**config.mk**
```make
export PLATFORM = sky130hd
export DESIGN_NAME = glob_to_regex_translator_flat
export DESIGN_NICKNAME = d
export VERILOG_FILES = /design/src/hw/rtl/g2r_pkg.sv /design/src/hw/rtl/g2r_in_if.sv /design/src/hw/rtl/g2r_out_if.sv /design/src/hw/rtl/g2r_xlate.sv /design/src/hw/rtl/g2r_serial.sv /design/src/hw/rtl/glob_to_regex_translator.sv /design/src/flat_wrapper.sv
export SDC_FILE = /design/constraint.sdc
export NUM_CORES = 1
export LEC_CHECK = 0
export BUFFER_PORTS_ARGS = -buffer_cell sky130_fd_sc_hd__buf_2
export CORE_UTILIZATION = 43
export DETAILED_ROUTE_END_ITERATION = 12
export PLACE_DENSITY = 0.56
export RECOVER_POWER = 100
export SLEW_MARGIN = 40
export SYNTH_ARGS = -nofsm -noshare
export SYNTH_HDL_FRONTEND = slang
export SYNTH_SLANG_ARGS = --single-unit
export TNS_END_PERCENT = 10
```
**constraint.sdc**
```tcl
create_clock -name clk -period 8.7 [get_ports clk]
set_input_delay 1.74 -clock clk [delete_from_list [all_inputs] [get_ports clk]]
set_output_delay 1.74 -clock clk [all_outputs]
set_load 0.05 [all_outputs]
```
**src/hw/rtl/g2r_pkg.sv**
```systemverilog
// Package for the glob-to-regex translator: parser mode enum, status codes,
// character constants and the expansion record passed from translator to serializer.
// No dependencies.
`default_nettype none

package g2r_pkg;

    typedef enum logic [1:0] {
        MODE_TOP     = 2'd0,
        MODE_BRACE   = 2'd1,
        MODE_BRACKET = 2'd2
    } g2r_mode_t;

    localparam logic [1:0] ST_OK        = 2'd0;
    localparam logic [1:0] ST_NESTED    = 2'd1;
    localparam logic [1:0] ST_PREMATURE = 2'd2;
    localparam logic [1:0] ST_EMPTY     = 2'd3;

    localparam logic CMD_BYTE = 1'b0;
    localparam logic CMD_END  = 1'b1;

    localparam int MAX_BEATS = 6;
    localparam int CNT_W     = $clog2(MAX_BEATS + 1);

    localparam logic [7:0] CH_BSLASH = 8'h5C;
    localparam logic [7:0] CH_LBRACE = 8'h7B;
    localparam logic [7:0] CH_RBRACE = 8'h7D;
    localparam logic [7:0] CH_LBRACK = 8'h5B;
    localparam logic [7:0] CH_RBRACK = 8'h5D;
    localparam logic [7:0] CH_COMMA  = 8'h2C;
    localparam logic [7:0] CH_CARET  = 8'h5E;
    localparam logic [7:0] CH_DOT    = 8'h2E;
    localparam logic [7:0] CH_PLUS   = 8'h2B;
    localparam logic [7:0] CH_LPAREN = 8'h28;
    localparam logic [7:0] CH_RPAREN = 8'h29;
    localparam logic [7:0] CH_DOLLAR = 8'h24;
    localparam logic [7:0] CH_STAR   = 8'h2A;
    localparam logic [7:0] CH_QUEST  = 8'h3F;
    localparam logic [7:0] CH_SLASH  = 8'h2F;
    localparam logic [7:0] CH_COLON  = 8'h3A;
    localparam logic [7:0] CH_BAR    = 8'h7C;
    localparam logic [7:0] CH_NUL    = 8'h00;

    typedef struct packed {
        logic [MAX_BEATS-1:0][7:0] bytes;
        logic [CNT_W-1:0]          count;
        logic                      has_char;
        logic [1:0]                status;
    } g2r_exp_t;

endpackage

`default_nettype wire

```
**src/hw/rtl/g2r_in_if.sv**
```systemverilog
// Input channel of the glob-to-regex translator: valid/ready plus one pattern beat.
// No dependencies.
`default_nettype none

interface g2r_in_if;
    logic       valid;
    logic       ready;
    logic       command;
    logic [7:0] char_in;

    modport source (output valid, output command, output char_in, input ready);
    modport sink   (input valid, input command, input char_in, output ready);
endinterface

`default_nettype wire

```
**src/hw/rtl/g2r_out_if.sv**
```systemverilog
// Output channel of the glob-to-regex translator: valid/ready plus one result beat.
// No dependencies.
`default_nettype none

interface g2r_out_if;
    logic       valid;
    logic       ready;
    logic [7:0] out_char;
    logic       has_char;
    logic       last_of_run;
    logic [1:0] status;

    modport source (output valid, output out_char, output has_char, output last_of_run,
                    output status, input ready);
    modport sink   (input valid, input out_char, input has_char, input last_of_run,
                    input status, output ready);
endinterface

`default_nettype wire

```
**src/hw/rtl/g2r_xlate.sv**
```systemverilog
// Translator core: parser state registers and the combinational expansion of one
// input beat into up to six result bytes. Depends on g2r_pkg.
`default_nettype none

module g2r_xlate
    import g2r_pkg::*;
(
    input  wire logic       clk,
    input  wire logic       rst_n,
    input  wire logic       accept,
    input  wire logic       command,
    input  wire logic [7:0] char_in,
    output g2r_exp_t        expansion
);

    g2r_mode_t  mode_reg, mode_next;
    logic       esc_reg, esc_next;
    logic [1:0] alt_reg, alt_next;
    logic       opt_reg, opt_next;
    logic       held_reg, held_next;
    logic       seen_reg, seen_next;
    logic [1:0] err_reg, err_next;

    always_ff @(posedge clk or negedge rst_n)
    begin
        if (!rst_n)
        begin
            mode_reg <= MODE_TOP;
            esc_reg  <= 1'b0;
            alt_reg  <= 2'd0;
            opt_reg  <= 1'b0;
            held_reg <= 1'b0;
            seen_reg <= 1'b0;
            err_reg  <= ST_OK;
        end
        else if (accept)
        begin
            mode_reg <= mode_next;
            esc_reg  <= esc_next;
            alt_reg  <= alt_next;
            opt_reg  <= opt_next;
            held_reg <= held_next;
            seen_reg <= seen_next;
            err_reg  <= err_next;
        end
    end

    always_comb
    begin
        logic [MAX_BEATS-2:0][7:0] b;
        logic [2:0]                n;
        logic                      hold_new;
        logic                      bar;

        b        = '0;
        n        = 3'd0;
        hold_new = 1'b0;
        bar      = 1'b0;

        mode_next = mode_reg;
        esc_next  = esc_reg;
        alt_next  = alt_reg;
        opt_next  = opt_reg;
        held_next = held_reg;
        seen_next = seen_reg;
        err_next  = err_reg;

        expansion          = '0;
        expansion.has_char = 1'b1;
        expansion.status   = ST_OK;

        if (command == CMD_END)
        begin
            expansion.count    = CNT_W'(1);
            expansion.has_char = 1'b0;
            if (err_reg != ST_OK)
                expansion.status = err_reg;
            else if (esc_reg || mode_reg != MODE_TOP)
                expansion.status = ST_PREMATURE;
            else if (!seen_reg)
                expansion.status = ST_EMPTY;
            else
                expansion.status = ST_OK;
            mode_next = MODE_TOP;
            esc_next  = 1'b0;
            alt_next  = 2'd0;
            opt_next  = 1'b0;
            held_next = 1'b0;
            seen_next = 1'b0;
            err_next  = ST_OK;
        end
        else
        begin
            seen_next = 1'b1;
            if (err_reg != ST_OK)
            begin
                n = 3'd0;
            end
            else if (esc_reg)
            begin
                esc_next = 1'b0;
                b[0]     = char_in;
                n        = 3'd1;
            end
            else
            begin
                if (mode_reg == MODE_BRACE && alt_reg < 2'd2)
                    alt_next = alt_reg + 2'd1;
                case (char_in)
                    CH_BSLASH:
                    begin
                        esc_next = 1'b1;
                        b[0]     = char_in;
                        n        = 3'd1;
                    end
                    CH_LBRACE:
                    begin
                        if (mode_reg == MODE_BRACE)
                        begin
                            err_next  = ST_NESTED;
                            held_next = 1'b0;
                        end
                        else if (mode_reg == MODE_TOP)
                        begin
                            b[0]      = CH_LPAREN;
                            b[1]      = CH_QUEST;
                            b[2]      = CH_COLON;
                            n         = 3'd3;
                            mode_next = MODE_BRACE;
                            alt_next  = 2'd0;
                            opt_next  = 1'b0;
                        end
                        else
                        begin
                            b[0] = char_in;
                            n    = 3'd1;
                        end
                    end
                    CH_RBRACE:
                    begin
                        if (mode_reg == MODE_BRACE)
                        begin
                            if (alt_next == 2'd1)
                            begin
                                opt_next  = 1'b1;
                                held_next = 1'b0;
                            end
                            b[0] = CH_RPAREN;
                            n    = 3'd1;
                            if (opt_next)
                            begin
                                b[1] = CH_QUEST;
                                n    = 3'd2;
                            end
                            mode_next = MODE_TOP;
                        end
                        else
                        begin
                            b[0] = char_in;
                            n    = 3'd1;
                        end
                    end
                    CH_LBRACK:
                    begin
                        if (mode_reg == MODE_TOP)
                            mode_next = MODE_BRACKET;
                        b[0] = char_in;
                        n    = 3'd1;
                    end
                    CH_RBRACK:
                    begin
                        if (mode_reg == MODE_BRACKET)
                            mode_next = MODE_TOP;
                        b[0] = char_in;
                        n    = 3'd1;
                    end
                    CH_COMMA:
                    begin
                        if (mode_reg == MODE_BRACE)
                        begin
                            if (alt_next == 2'd1)
                                opt_next = 1'b1;
                            else
                                hold_new = 1'b1;
                            alt_next = 2'd0;
                        end
                        else
                        begin
                            b[0] = char_in;
                            n    = 3'd1;
                        end
                    end
                    CH_CARET:
                    begin
                        if (mode_reg != MODE_BRACKET)
                        begin
                            b[0] = CH_BSLASH;
                            b[1] = char_in;
                            n    = 3'd2;
                        end
                        else
                        begin
                            b[0] = char_in;
                            n    = 3'd1;
                        end
                    end
                    CH_DOT, CH_PLUS, CH_LPAREN, CH_RPAREN, CH_DOLLAR:
                    begin
                        b[0] = CH_BSLASH;
                        b[1] = char_in;
                        n    = 3'd2;
                    end
                    CH_STAR:
                    begin
                        b[0] = CH_LBRACK;
                        b[1] = CH_CARET;
                        b[2] = CH_SLASH;
                        b[3] = CH_RBRACK;
                        b[4] = CH_STAR;
                        n    = 3'd5;
                    end
                    CH_QUEST:
                    begin
                        b[0] = CH_LBRACK;
                        b[1] = CH_CARET;
                        b[2] = CH_SLASH;
                        b[3] = CH_RBRACK;
                        n    = 3'd4;
                    end
                    default:
                    begin
                        b[0] = char_in;
                        n    = 3'd1;
                    end
                endcase
            end

            // A bar held from an earlier comma goes out ahead of the next emitted byte.
            if (held_next && (n != 3'd0 || hold_new))
            begin
                bar       = 1'b1;
                held_next = 1'b0;
            end
            if (hold_new)
                held_next = 1'b1;

            if (bar)
            begin
                expansion.bytes[0] = CH_BAR;
                for (int i = 1; i < MAX_BEATS; i++)
                    expansion.bytes[i] = b[i-1];
            end
            else
            begin
                for (int i = 0; i < MAX_BEATS - 1; i++)
                    expansion.bytes[i] = b[i];
                expansion.bytes[MAX_BEATS-1] = CH_NUL;
            end
            expansion.count = CNT_W'(n) + CNT_W'(bar);
        end
    end

endmodule

`default_nettype wire

```
**src/hw/rtl/g2r_serial.sv**
```systemverilog
// Result serializer: holds one expansion and shifts it out one beat per
// cycle while out_ready is high. Depends on g2r_pkg.
`default_nettype none

module g2r_serial
    import g2r_pkg::*;
(
    input  wire logic       clk,
    input  wire logic       rst_n,
    input  wire logic       load,
    input  wire g2r_exp_t   expansion,
    output logic            in_ready,
    output logic            out_valid,
    input  wire logic       out_ready,
    output logic [7:0]      out_char,
    output logic            has_char,
    output logic            last_of_run,
    output logic [1:0]      status
);

    logic [MAX_BEATS-1:0][7:0] bytes_reg, bytes_next;
    logic [CNT_W-1:0]          rem_reg, rem_next;
    logic                      has_reg, has_next;
    logic [1:0]                status_reg, status_next;
    logic                      fire;

    assign fire      = out_valid && out_ready;
    assign out_valid = (rem_reg != '0);
    assign in_ready  = (rem_reg == '0) || (out_ready && rem_reg == CNT_W'(1));

    assign out_char    = bytes_reg[0];
    assign has_char    = has_reg;
    assign status      = status_reg;
    assign last_of_run = (rem_reg == CNT_W'(1));

    always_comb
    begin
        bytes_next  = bytes_reg;
        rem_next    = rem_reg;
        has_next    = has_reg;
        status_next = status_reg;
        if (fire)
        begin
            bytes_next = {CH_NUL, bytes_reg[MAX_BEATS-1:1]};
            rem_next   = rem_reg - CNT_W'(1);
        end
        if (load)
        begin
            bytes_next  = expansion.bytes;
            rem_next    = expansion.count;
            has_next    = expansion.has_char;
            status_next = expansion.status;
        end
    end

    always_ff @(posedge clk or negedge rst_n)
    begin
        if (!rst_n)
            rem_reg <= '0;
        else
            rem_reg <= rem_next;
    end

    always_ff @(posedge clk)
    begin
        bytes_reg  <= bytes_next;
        has_reg    <= has_next;
        status_reg <= status_next;
    end

endmodule

`default_nettype wire

```
**src/hw/rtl/glob_to_regex_translator.sv**
```systemverilog
// Top level of the glob-to-regex translator: translator core plus result serializer.
// Depends on g2r_pkg, g2r_in_if, g2r_out_if, g2r_xlate and g2r_serial.
//
// A glob pattern enters on in_ch one byte per beat (command 0), closed by an end
// beat (command 1). The regular expression leaves on out_ch one byte per beat.
// Each input beat gives zero to six result beats; the last one carries
// last_of_run. The end beat gives a single beat with has_char low that reports
// the status of the whole pattern; after it the parser is back at its initial
// state for the next pattern.
// The first result beat of an input is valid in the cycle after acceptance.
// A one-beat expansion sustains one input beat per cycle while out_ch.ready is
// high; a longer one holds the serializer until its beats are taken, and
// in_ch.ready stays low until its last beat is being taken. An input with no
// result leaves the serializer unloaded. While out_ch.ready is low the current
// beat holds and in_ch.ready drops once the serializer has no room. Reset
// empties the serializer and returns the parser to top level with no error set.
`default_nettype none

module glob_to_regex_translator
    import g2r_pkg::*;
(
    input  wire logic  clk,
    input  wire logic  rst_n,
    g2r_in_if.sink     in_ch,
    g2r_out_if.source  out_ch
);

    g2r_exp_t expansion;
    logic     in_ready;
    logic     accept;
    logic     load;

    assign in_ch.ready = in_ready;
    assign accept      = in_ch.valid && in_ready;
    assign load        = accept && (expansion.count != '0);

    g2r_xlate u_xlate (
        .clk       (clk),
        .rst_n     (rst_n),
        .accept    (accept),
        .command   (in_ch.command),
        .char_in   (in_ch.char_in),
        .expansion (expansion)
    );

    g2r_serial u_serial (
        .clk         (clk),
        .rst_n       (rst_n),
        .load        (load),
        .expansion   (expansion),
        .in_ready    (in_ready),
        .out_valid   (out_ch.valid),
        .out_ready   (out_ch.ready),
        .out_char    (out_ch.out_char),
        .has_char    (out_ch.has_char),
        .last_of_run (out_ch.last_of_run),
        .status      (out_ch.status)
    );

endmodule

`default_nettype wire

```
**src/flat_wrapper.sv**
```systemverilog
// flat-port wrapper written by rule: the top's interface ports become plain ports
module glob_to_regex_translator_flat import g2r_pkg::*;
  (clk, rst_n, in_ch_valid, in_ch_command, in_ch_char_in, in_ch_ready, out_ch_valid, out_ch_out_char, out_ch_has_char, out_ch_last_of_run, out_ch_status, out_ch_ready);
  g2r_in_if in_ch_i ();
  g2r_out_if out_ch_i ();
  input  wire logic clk;
  input  wire logic rst_n;
  input wire logic [$bits(in_ch_i.valid)-1:0] in_ch_valid;
  input wire logic [$bits(in_ch_i.command)-1:0] in_ch_command;
  input wire logic [$bits(in_ch_i.char_in)-1:0] in_ch_char_in;
  output wire logic [$bits(in_ch_i.ready)-1:0] in_ch_ready;
  output wire logic [$bits(out_ch_i.valid)-1:0] out_ch_valid;
  output wire logic [$bits(out_ch_i.out_char)-1:0] out_ch_out_char;
  output wire logic [$bits(out_ch_i.has_char)-1:0] out_ch_has_char;
  output wire logic [$bits(out_ch_i.last_of_run)-1:0] out_ch_last_of_run;
  output wire logic [$bits(out_ch_i.status)-1:0] out_ch_status;
  input wire logic [$bits(out_ch_i.ready)-1:0] out_ch_ready;
  assign in_ch_i.valid = in_ch_valid;
  assign in_ch_i.command = in_ch_command;
  assign in_ch_i.char_in = in_ch_char_in;
  assign in_ch_ready = in_ch_i.ready;
  assign out_ch_valid = out_ch_i.valid;
  assign out_ch_out_char = out_ch_i.out_char;
  assign out_ch_has_char = out_ch_i.has_char;
  assign out_ch_last_of_run = out_ch_i.last_of_run;
  assign out_ch_status = out_ch_i.status;
  assign out_ch_i.ready = out_ch_ready;
  glob_to_regex_translator u_core (.clk(clk), .rst_n(rst_n), .in_ch(in_ch_i), .out_ch(out_ch_i));
endmodule
```
==> impl_metrics.toml <==
[run_status]
status = "finished with violations"
violations = "capacitance limit, slew limit"

[flow_run]
max-cap-violations = 1

[global_routing]
grtUsageMet3 = 0.02985
grtUsageTotal = 0.2225
grt_pass1_wl_um = 14410
grt-busiest-layer = "met1"
met2_usage = 0.3340
antenna_found_initial = 0
grt_max_degree = 34
grt_overflow_total = 0
grt_pass1_vias = 2643
met1_usage = 0.3360

[clock_network]
clkTransAtPathRegs_ns = 0.09
cts.hold.buffers_added = 0
cts-root-buf = "clkbuf_8"
clock_latency_ns = 0.31
cts_buffers = 5
cts_buffer_depth = 2
post_cts_buffers = 0
cts_tree = "done"
clock_sinks = 48
cts_max_level = 2
cts_resized = 0

[timing]
setup_ws_ns = 2.453
min_period_ns = 6.247
rsz0062_at_grt = "false"
setup_tns_ns = 0
hold_viol_final = 0
finalSetupViolations = 0
fmax_mhz = 160.1
worstMarginPinSlew_ns = 1.551
finalCritPeriodShare = 0.7181
drv_slew = 15
finalClockSkew_ns = 0.01636
relSlewSlack = -0.04514

[synth]
netlist_top_cells_area = "edfxtp_1 31%, dfrtp_1 8.7%, a21oi_1 4.3%, o2bb2ai_1 3.3%, mux2i_1 3.2%"
synth_common_cells = "36 x edfxtp_1, 30 x a21oi_1, 29 x nand2_1"
synth_top_cell_area_share = 0.3129
synth_cell_type_count = 68
yosys.cell_count.top_type = "edfxtp_1"
synth-async-reset-ratio = 0.2500
netlist_area_um2 = 3455
yosys_warnings = 0
synth_area_per_cell_um2 = 9.596
synth_largest_area_cell = "edfxtp_1"
synth_flop_cell = "edfxtp_1"
synth_fp_nets = 377
synth-seq-cells = 48
synth_edf_count = 36
syn_inst = 360
ys_seq_area_frac = 0.3999

[route]
drt-initial-drc-count = 220
wl_per_cell_um = 18.84
routed_wl_um = 8816
detail-route-antenna-nets = 0
drcViolationCount = 0
drtPass1Iterations = 5
drt-vias-per-instance = 6.190
num_vias = 2897

[floorplan]
dieArea_um2 = 8396
boundaryPins = 27
die_y_um = 91.63
core_um2 = 7767
fp.dieW_um = 91.63
fp-row-count = 32
start_util = 0.4447

[critical_path]
cp_cell_sequence = "clkbuf_1 -> and4b_1 -> and2_0 -> a21oi_1 -> o21ai_0 -> nor2_1 -> ha_1 -> xnor2_1 -> or2_2 -> o41ai_1 -> inv_1 -> or2_1 -> buf_4"
end_kind = "flip-flop"
cp.arrival_ns = 6.27
crit_fanout = 33
cpLargestDelayFamily = "simple AND/OR/NAND/NOR gates"
critPathMaxStageDelay_ns = 0.73
start_kind = "input pin"
critPathSlowestCell = "o21ai_0"
cp_num_buf_inv = 3
critPathKind = "input pin to flip-flop"
crit_required_ns = 8.72

[power_and_ir_drop]
swShare = 0.4063
seqPwrFrac = 0.449
intPower_uw = 534.6
clkPwrFrac = 0.151
p_leak_nw = 1.313
cellPowerDensity_nw_per_um2 = 249.6
vdd_drop_max_mv = 0.1070
switchingPower_uw = 365.9
power_frac_comb = 0.400

[cells_and_area]
area_growth_pct = 4.419
drive_gt1_frac = 0.1011
largest_register_ff_count = 25
num_antenna_cells = 0
nNetsFinal = 383
fillerInstances = 793
final_cells = 468

[hold_path]
hold_path_class = "flip-flop to flip-flop"

[placement]
port_buffers = 26
placed_cells = 461
place_congestion = 0.8332
place_ws_ns = 2.910
hpwl_um = 6247
## worst paths after layout
| path | from | end | slack, ns | cells past startpoint |
|---|---|---|---|---|
| setup / recovery | in_ch_char_in[4] | u_core.u_serial.bytes_reg[29] | 2.45 | 13 |
| hold / removal | u_core.u_xlate.seen_reg | u_core.u_xlate.seen_reg | 0.51 | 1 |
| setup reg to reg | u_core.u_xlate.esc_reg | u_core.u_serial.bytes_reg[29] | 3.88 | 11 |
| hold reg to reg | u_core.u_xlate.seen_reg | u_core.u_xlate.seen_reg | 0.51 | 1 |
| max in group asynchronous | rst_n | u_core.u_serial.rem_reg[1] | 6.83 | 1 |
| min in group asynchronous | rst_n | u_core.u_xlate.mode_reg[1] | 1.43 | 1 |
## cell families after synthesis
group	count (synthesis)	synth area share
AND/OR/NAND/NOR	119	0.1934
other	1	0.001086
buffers and inverters	45	0.06338
flip-flops	48	0.3999
adder cells (fa/ha/maj)	4	0.01449
multiplexers	27	0.08403
XOR/XNOR	2	0.005072
AO/OA/AOI/OAI	114	0.2387
## per-layer routing
metal	routed length, um	vias up
met1	4283	1409
li1	-	1369
met2	3893	103
met5	0	-
met4	155	0
met3	483	16
## cell usage in the layout, fill, tap and decap left out, drive strengths merged, types with 12 or more instances in the layout
| cell | n |
|---|---|
| o21ai | 23 |
| inv | 16 |
| edfxtp | 36 |
| mux2 | 16 |
| clkbuf | 23 |
| nor2 | 26 |
| a21oi | 31 |
| nand2 | 29 |
| o2bb2ai | 13 |
| dfrtp | 12 |
## area by class of cell
cell class,instances,area [um^2],area share
Clock buffer,5,68.82,0.01908
Timing Repair Buffer,28,120.1,0.03330
Tap cell,102,127.6,0.03538
Inverter,16,60.06,0.01665
Multi-Input combinational cell,267,1837,0.5092
Sequential cell,48,1381,0.3829
Clock inverter,2,12.51,0.003469
## through the flow
step / util / total power, mW / area (um^2) / hold WS, ns
3_5_place_dp: 0.4609 / 0.7836 / 3580 / 0.4920
6_report: 0.4644 / 0.9005 / 3607 / 0.5149
4_1_cts: 0.4713 / 0.9194 / 3661 / 0.5145
5_1_grt: 0.4644 / 0.9544 / 3607 / 0.5488
2_1_floorplan: - / 0.7245 / 3455 / 0.4667
3_3_place_gp: 0.4594 / 0.7798 / 3568 / 0.4834
## power groups by stage
stage	Combinational, mW	Clock [mW]	Sequential (mW)
6_report	0.360	0.136	0.404
5_1_grt	0.391	0.150	0.414
4_1_cts	0.376	0.139	0.404
3_5_place_dp	0.374	0	0.409
3_3_place_gp	0.372	0	0.408
2_1_floorplan	0.310	0	0.414
No activity file was read; power rests on OpenSTA's default activity.
